===== src/hdl/ptt_pkg.sv =====
// Shared types and codes for the periodic task timer table.
// Used by ptt_ctrl, ptt_datapath and periodic_task_timer_table; depends on nothing.
`default_nettype none

package ptt_pkg;

	localparam logic [1:0] FUNC_SCHED  = 2'd0;
	localparam logic [1:0] FUNC_TICK   = 2'd1;
	localparam logic [1:0] FUNC_REMOVE = 2'd2;

	localparam logic ACT_UPDATE = 1'b0;
	localparam logic ACT_NOOP   = 1'b1;

	typedef struct packed {
		logic [23:0] upd_per;
		logic [23:0] nop_per;
		logic [31:0] upd_cd;
		logic [31:0] nop_cd;
	} ptt_entry_t;

	typedef struct packed {
		logic sched;
		logic remove;
		logic tick_ld;
		logic rd_en;
		logic flush;
	} ptt_cmd_t;

	typedef struct packed {
		logic pend;
	} ptt_stat_t;

endpackage

`default_nettype wire


===== src/hdl/periodic_task_timer_table.sv =====
// Top level of the periodic task timer table.
// Instantiates ptt_ctrl and ptt_datapath; depends on ptt_pkg.
//
// Usage:
// An input transaction is taken at a rising edge with start high and busy low.
// func selects schedule, tick or remove; schedule and remove leave busy low, so a new
// transaction may follow in the next cycle.
// A tick raises busy: the controller walks the slot memory one slot per cycle through
// its single registered read port, then passes through a drain state for the last
// slot's update and a flush state that releases the held event.
// Every due slot gives one result, in ascending slot order, on fired_slot, action and
// last, shown for exactly one cycle with result_valid high. Each event is held back
// until the next one is found, so last marks the final event of the tick; a result
// reaches the output through the read register, the holding stage and the output
// registers, and the final one shows in the first cycle with busy low.
// A tick with nothing due gives no result.
// The receiver cannot stall; results are never held off.
// Reset clears all active bits and the controller at once; no clearing pass is needed.
`default_nettype none

module periodic_task_timer_table #(
	parameter int NUM_SLOTS = 16
) (
	input  wire         clk,
	input  wire         arst_n,
	input  wire         start,
	output logic        busy,
	input  wire  [1:0]  func,
	input  wire  [3:0]  slot,
	input  wire  [23:0] update_period,
	input  wire  [23:0] noop_period,
	input  wire  [15:0] elapsed_ms,
	output logic        result_valid,
	output logic [3:0]  fired_slot,
	output logic        action,
	output logic        last
);

	localparam int IDX_W = (NUM_SLOTS > 1) ? $clog2(NUM_SLOTS) : 1;

	ptt_pkg::ptt_cmd_t  cmd;
	ptt_pkg::ptt_stat_t stat;
	logic [IDX_W-1:0]   rd_addr;

	ptt_ctrl #(
		.NUM_SLOTS(NUM_SLOTS),
		.IDX_W(IDX_W)
	) u_ctrl (
		.clk(clk),
		.arst_n(arst_n),
		.start(start),
		.func(func),
		.busy(busy),
		.cmd(cmd),
		.rd_addr(rd_addr),
		.stat(stat)
	);

	ptt_datapath #(
		.NUM_SLOTS(NUM_SLOTS),
		.IDX_W(IDX_W)
	) u_datapath (
		.clk(clk),
		.arst_n(arst_n),
		.cmd(cmd),
		.rd_addr(rd_addr),
		.slot(slot),
		.update_period(update_period),
		.noop_period(noop_period),
		.elapsed_ms(elapsed_ms),
		.stat(stat),
		.result_valid(result_valid),
		.fired_slot(fired_slot),
		.action(action),
		.last(last)
	);

endmodule

`default_nettype wire


===== src/hdl/ptt_ctrl.sv =====
// Controller state machine of the periodic task timer table: accepts transactions and
// sequences the slot walk of a tick. Depends on ptt_pkg.
`default_nettype none

module ptt_ctrl #(
	parameter int NUM_SLOTS = 16,
	parameter int IDX_W     = 4
) (
	input  wire                   clk,
	input  wire                   arst_n,
	input  wire                   start,
	input  wire  [1:0]            func,
	output logic                  busy,
	output ptt_pkg::ptt_cmd_t     cmd,
	output logic [IDX_W-1:0]      rd_addr,
	input  ptt_pkg::ptt_stat_t    stat
);

	typedef enum logic [1:0] {
		ST_IDLE,
		ST_WALK,
		ST_DRAIN,
		ST_FLUSH
	} state_t;

	state_t           state_q;
	logic [IDX_W-1:0] cnt_q;
	logic             accept;

	assign busy    = (state_q != ST_IDLE);
	assign accept  = start && !busy;
	assign rd_addr = cnt_q;

	always_comb begin
		cmd.sched   = accept && (func == ptt_pkg::FUNC_SCHED);
		cmd.remove  = accept && (func == ptt_pkg::FUNC_REMOVE);
		cmd.tick_ld = accept && (func == ptt_pkg::FUNC_TICK);
		cmd.rd_en   = (state_q == ST_WALK);
		cmd.flush   = (state_q == ST_FLUSH);
	end

	always_ff @(posedge clk or negedge arst_n) begin
		if (!arst_n) begin
			state_q <= ST_IDLE;
			cnt_q   <= '0;
		end else begin
			case (state_q)
				ST_IDLE: begin
					if (accept && (func == ptt_pkg::FUNC_TICK)) begin
						state_q <= ST_WALK;
						cnt_q   <= '0;
					end
				end
				ST_WALK: begin
					if (cnt_q == IDX_W'(NUM_SLOTS - 1)) begin
						state_q <= ST_DRAIN;
					end else begin
						cnt_q <= cnt_q + IDX_W'(1);
					end
				end
				ST_DRAIN: begin
					state_q <= ST_FLUSH;
				end
				ST_FLUSH: begin
					state_q <= ST_IDLE;
				end
				default: begin
					state_q <= ST_IDLE;
				end
			endcase
		end
	end

	a_idle_no_pend: assert property (@(posedge clk) disable iff (!arst_n)
		(state_q == ST_IDLE) |-> !stat.pend)
		else $error("event left pending after tick");

	a_tick_starts_walk: assert property (@(posedge clk) disable iff (!arst_n)
		(start && !busy && (func == ptt_pkg::FUNC_TICK)) |=>
		((state_q == ST_WALK) && (cnt_q == '0)))
		else $error("tick did not start walk at slot zero");

	a_flush_ends: assert property (@(posedge clk) disable iff (!arst_n)
		(state_q == ST_FLUSH) |=> (state_q == ST_IDLE))
		else $error("flush did not return to idle");

endmodule

`default_nettype wire


===== src/hdl/ptt_datapath.sv =====
// Datapath of the periodic task timer table: slot memory, active bits, countdown update
// and the one-deep event holding stage that marks the final event. Depends on ptt_pkg.
`default_nettype none

module ptt_datapath #(
	parameter int NUM_SLOTS = 16,
	parameter int IDX_W     = 4
) (
	input  wire                   clk,
	input  wire                   arst_n,
	input  ptt_pkg::ptt_cmd_t     cmd,
	input  wire  [IDX_W-1:0]      rd_addr,
	input  wire  [3:0]            slot,
	input  wire  [23:0]           update_period,
	input  wire  [23:0]           noop_period,
	input  wire  [15:0]           elapsed_ms,
	output ptt_pkg::ptt_stat_t    stat,
	output logic                  result_valid,
	output logic [3:0]            fired_slot,
	output logic                  action,
	output logic                  last
);

	function automatic logic [31:0] sat_sub(input logic [31:0] v, input logic [15:0] d);
		logic [32:0] r;
		r = {v[31], v} - {17'd0, d};
		if (r[32] != r[31]) begin
			return 32'h8000_0000;
		end
		return r[31:0];
	endfunction

	function automatic logic non_pos(input logic [31:0] v);
		return v[31] || (v == 32'd0);
	endfunction

	ptt_pkg::ptt_entry_t mem_q [NUM_SLOTS];
	ptt_pkg::ptt_entry_t rd_data_s1;
	ptt_pkg::ptt_entry_t wr_data;
	ptt_pkg::ptt_entry_t cur;
	logic [IDX_W-1:0]    wr_addr;
	logic                wr_en;
	logic [IDX_W-1:0]    idx_s1;
	logic                eval_v_s1;
	logic [NUM_SLOTS-1:0] act_q;
	logic [15:0]         dt_q;
	logic                in_range;
	logic [31:0]         ucd_n;
	logic [31:0]         kcd_n;
	logic                live;
	logic                fire_upd;
	logic                fire_nop;
	logic                fire;
	logic                pend_q;
	logic [3:0]          pend_slot_q;
	logic                pend_act_q;
	logic                strobe_q;
	logic [3:0]          fired_slot_q;
	logic                action_q;
	logic                last_q;

	assign in_range = ({3'b000, slot} < 7'(NUM_SLOTS));

	assign cur      = rd_data_s1;
	assign ucd_n    = sat_sub(cur.upd_cd, dt_q);
	assign kcd_n    = sat_sub(cur.nop_cd, dt_q);
	assign live     = eval_v_s1 && act_q[idx_s1];
	assign fire_upd = live && non_pos(ucd_n);
	assign fire_nop = live && !fire_upd && (cur.nop_per != 24'd0) && non_pos(kcd_n);
	assign fire     = fire_upd || fire_nop;

	always_comb begin
		wr_data = cur;
		wr_addr = idx_s1;
		wr_en   = live;
		if (cmd.sched) begin
			wr_en           = in_range;
			wr_addr         = IDX_W'(slot);
			wr_data.upd_per = update_period;
			wr_data.nop_per = noop_period;
			wr_data.upd_cd  = '0;
			wr_data.nop_cd  = '0;
		end else if (fire_upd) begin
			wr_data.upd_cd = {8'd0, cur.upd_per};
			wr_data.nop_cd = {8'd0, cur.nop_per};
		end else if (fire_nop) begin
			wr_data.upd_cd = ucd_n;
			wr_data.nop_cd = {8'd0, cur.nop_per};
		end else begin
			wr_data.upd_cd = ucd_n;
			wr_data.nop_cd = kcd_n;
		end
	end

	always_ff @(posedge clk) begin
		if (wr_en) begin
			mem_q[wr_addr] <= wr_data;
		end
		if (cmd.rd_en) begin
			rd_data_s1 <= mem_q[rd_addr];
		end
		idx_s1 <= rd_addr;
		if (cmd.tick_ld) begin
			dt_q <= elapsed_ms;
		end
		if (fire) begin
			pend_slot_q <= 4'(idx_s1);
			pend_act_q  <= fire_nop ? ptt_pkg::ACT_NOOP : ptt_pkg::ACT_UPDATE;
		end
		fired_slot_q <= pend_slot_q;
		action_q     <= pend_act_q;
		last_q       <= cmd.flush;
	end

	always_ff @(posedge clk or negedge arst_n) begin
		if (!arst_n) begin
			act_q     <= '0;
			eval_v_s1 <= 1'b0;
			pend_q    <= 1'b0;
			strobe_q  <= 1'b0;
		end else begin
			eval_v_s1 <= cmd.rd_en;
			strobe_q  <= pend_q && (fire || cmd.flush);
			if (fire) begin
				pend_q <= 1'b1;
			end else if (cmd.flush) begin
				pend_q <= 1'b0;
			end
			if (in_range && cmd.sched) begin
				act_q[IDX_W'(slot)] <= 1'b1;
			end else if (in_range && cmd.remove) begin
				act_q[IDX_W'(slot)] <= 1'b0;
			end
		end
	end

	assign stat.pend    = pend_q;
	assign result_valid = strobe_q;
	assign fired_slot   = fired_slot_q;
	assign action       = action_q;
	assign last         = last_q;

	a_last_clears: assert property (@(posedge clk) disable iff (!arst_n)
		(strobe_q && last_q) |-> !pend_q)
		else $error("final event left another pending");

	a_out_from_pend: assert property (@(posedge clk) disable iff (!arst_n)
		strobe_q |-> $past(pend_q))
		else $error("result without a pending event");

	a_no_sched_in_walk: assert property (@(posedge clk) disable iff (!arst_n)
		eval_v_s1 |-> !cmd.sched)
		else $error("schedule write collides with slot walk");

endmodule

`default_nettype wire

===== config.mk =====
export PLATFORM = sky130hd
export DESIGN_NAME = periodic_task_timer_table
export DESIGN_NICKNAME = d
export VERILOG_FILES = /design/src/hdl/ptt_pkg.sv /design/src/hdl/periodic_task_timer_table.sv /design/src/hdl/ptt_ctrl.sv /design/src/hdl/ptt_datapath.sv
export SDC_FILE = /design/constraint.sdc
export NUM_CORES = 2
export LEC_CHECK = 0
export BUFFER_PORTS_ARGS = -buffer_cell sky130_fd_sc_hd__buf_2
export CORE_MARGIN = 3
export CORE_UTILIZATION = 63
export DETAILED_ROUTE_END_ITERATION = 7
export MAX_ROUTING_LAYER = met4
export PLACE_DENSITY_LB_ADDON = 0.05
export SLEW_MARGIN = 10
export SYNTH_ARGS = -nofsm -noshare
export SYNTH_HDL_FRONTEND = slang
export SYNTH_HIERARCHICAL = 1
export SYNTH_SLANG_ARGS = --single-unit

===== constraint.sdc =====
create_clock -name clk -period 17.6 [get_ports clk]
set_input_delay 5.28 -clock clk [delete_from_list [all_inputs] [get_ports clk]]
set_output_delay 5.28 -clock clk [all_outputs]
set_load 0.02 [all_outputs]

==> impl_results.md <==
- Min-Delay Path Class: reg2reg
- Internal: 10.3 mW
- GRT met2 Usage: 45.9%
- Io pins: 81
- Die ar.: ~130000 um^2
- GR Util met3: 6.10%
- Layout Nets: around 3800
- Largest net degree at the start of global routing: 146
- Capture point of the worst reg-to-reg path: u_datapath/mem_q[8][28]
- Vias in the first global route: 38800
- Sequential area share after synthesis: 75.8%
- Clock power share: about 27%
- Die extent in x: 356 um
- Post_cts resized: 0
- First DRT Iteration DRCs: 5310
- HP Start: u_datapath/pend_slot_q[3]
- CTS Root Cell: clkbuf_16
- Rel. slew slack: 17.0%
- Met1 global-route usage: 46.2%
- WP data required: ~18 ns
- Hold Path End: u_datapath/fired_slot[3]
- Htree depth: 4
- Syn_area_per_cell: 22.1 um^2
- Proportion of layout cells with a drive suffix above 1: between 20% and 30%
- Worst slew pin tran: 1.24 ns
- PortBufs: 80
- Cell Count, Final, Fillers Out: 5427
- Vias: 37800
- Overall Global Routing Usage: between 30 and 40%
- CP Launch Type: input port
- WL per Instance: about 34 um
- Reg2reg start: u_datapath/dt_q[0]
- Routed Antenna Nets: 0
- Clock Sink Count: 1960
- WP data arrival: 10.39 ns
- Initial Utilization: 63.9%
- Residual DRC: 0
- Synth async-reset ratio: 1.28%
- Setup CP Type: in2reg
- Synth Register Bits: 1960
- First-pass GRT wire length: 271 mm
- R2R cell count: 21
- Layout area overhead: 11.2%
- Total core area: 121000 um^2
- Tcrit/Tclk final: between 50% and 60%
- DP HPWL: 96.9 mm
- Num rows: 127
- DRT Pass-1 Iters: 6
- Total global routing overflow: 0
- Setup crit end kind: flip-flop
- Post-Syn Area: slightly below 80000 um^2
- Post-CTS setup buffer count: 0
- Hold depth: 0
- Synth warn: 6
- Flop pwr share: 46.2%
- Endpoints failing setup: 0
- Post-Route Skew: about 0.041 ns
- RSZ-0062 raised after global routing: false
- Sw Ratio: 30.4%
- Static Leak: 26.5 nW
- Unique masters post-synth: 80
- Busiest grt layer: met1
- Dpl cells: 5075
- Num CTS Buffers: 189
- Status: finished, final reports clean
- Post-synth top flop: edfxtp_1
- Initial antenna violation count: 14
- Crit path time final: 9.98 ns
- FMAX: 100 MHz
- Worst-path clk slew: 0.06 ns
- Pins Over Slew Limit: 0
- P_sw: around 4.5 mW
- Die Y: 356 um
- Synth Instances: 3505
- Hold buffer count at cts: 0
- Vias per cell: 6.96
- Insertion delay to the later sink of the worst-skew pair: a little over 0.8 ns
- TNS Setup: 0 ns
- Number of max-cap violations: 0
- GP Congestion: 0.885
- CTS tree: done
- Final wirelength: 185 mm
- Syn nets: 3620
- Crit path max fanout: 47
- Setup slack, reg-to-reg: 10.65 ns
- Number of synthesized flops with an enable pin: 1925
- Maximum ir drop on the vdd rail: 0.159 mV
- Final hold violation count: 0
- Total power: 14.8 mW
- Power Dens Cells: 172 nW/um^2
- Logic pwr share: 26.8%
- Longest Clk Path Bufs: 3
layout by cell type, fill, tap and decap left out, drive strengths merged, types with 17 or more instances in the layout:
cell / netlist / layout
o21ai: 51 / 51
bufinv: 0 / 19
dfrtp: 25 / 25
buf: 65 / 137
mux2: 44 / 44
mux2i: 24 / 24
xnor2: 20 / 20
ha: 40 / 40
mux4: 564 / 564
nand3: 24 / 24
clkbuf: 114 / 229
nand2: 101 / 101
nor2: 83 / 83
nor3: 26 / 26
or3: 35 / 35
a21oi: 67 / 67
inv: 36 / 44
edfxtp: 1925 / 1925
clkinv: 0 / 87
xor2: 17 / 17
nor4: 23 / 23
stage by stage:
step                hold WS (ns)  utilization (%)  setup WS [ns]  instance area, um^2
finish                     0.338             71.1           7.62                86000
global route               0.350             71.1           7.49                86000
CTS                        0.341             71.0           7.66                85900
detailed placement         0.331             66.0           6.82                79800
global placement           0.335             66.0           6.84                79800
floorplan                  0.323                -           5.89                77300
worst max-delay path by stage:
stage	startpoint	endpoint	slack [ns]	depth (start not counted)
2_1_floorplan	start	u_datapath/mem_q[6][0]	5.89	7
3_5_place_dp	start	u_datapath/mem_q[15][108]	6.82	11
3_3_place_gp	start	u_datapath/mem_q[15][101]	6.84	11
5_1_grt	start	u_datapath/mem_q[14][28]	7.49	11
6_report	start	u_datapath/mem_q[15][92]	7.62	11
4_1_cts	start	u_datapath/mem_q[15][108]	7.66	11
layout make-up:
type	count	area [um^2]
antenna	7	17.5
clock buffer	229	5010
clock inverter	116	1130
fill	7047	35000
inverter	36	135
multi-input combinational	1330	18000
sequential	1960	58600
tap	1612	2020
timing repair buffer	137	978
power by group through the flow:
stage               Combinational, mW  Clock (mW)  Sequential [mW]
global placement                 3.74           0             6.91
detailed placement               3.90           0             6.93
global route                     4.23        4.24             6.87
floorplan                        2.76           0             6.69
CTS                              3.92        4.04             6.83
finish                           3.95        3.99             6.84
cell families after synthesis:
family / Yosys count / synth area share (%)
AO/OA/AOI/OAI: 237 / 2.04
XOR/XNOR: 37 / 0.419
adder cells (fa/ha/maj): 42 / 0.699
buffers and inverters: 215 / 1.11
flip-flops: 1960 / 75.8
multiplexers: 632 / 17.4
AND/OR/NAND/NOR: 382 / 2.54
layer usage:
layer	routed length (um)	vias to the layer above
li1	-	15200
met1	73000	20100
met2	88900	2247
met3	19500	251
met4	3340	0
met5	0	-
synthesized netlist by cell type (35+ instances only):
cell      count  share of area [%]
inv_1        36               0.17
nor2_1       82               0.40
clkbuf_1    114               0.55
edfxtp_1   1925                 75
a21oi_1      65               0.42
o21ai_0      49               0.32
mux2_2       44               0.64
or3_1        35               0.28
ha_1         40               0.65
mux4_2      564                 16
nand2_1     101               0.49
buf_1        49               0.24
state kept, by name, summed over array words and instances (netlist names), named ones only:
register and flops:
u_datapath/pend_act_q 1, u_datapath/idx_s1 4, u_datapath/result_valid 1, u_datapath/action 1
u_datapath/last 1, u_datapath/stat 1, u_datapath/fired_slot 4, u_datapath/eval_v_s1 1
u_ctrl/rd_addr 4, u_datapath/pend_slot_q 4, u_datapath/mem_q 1792, u_datapath/cur 112
u_datapath/dt_q 16, u_ctrl/state_q 2
worst max-delay path, stage by stage:
cell and delay (ns):
buf_2 0.12, nand2_1 0.11, nor3_2 0.15, buf_4 0.58, buf_4 0.66, inv_1 0.10, buf_4 0.30, a2bb2oi_1 0.33
nor2_4 0.80, buf_4 0.89, buf_4 0.90
Note: power is estimated with default switching activity, not from simulation.
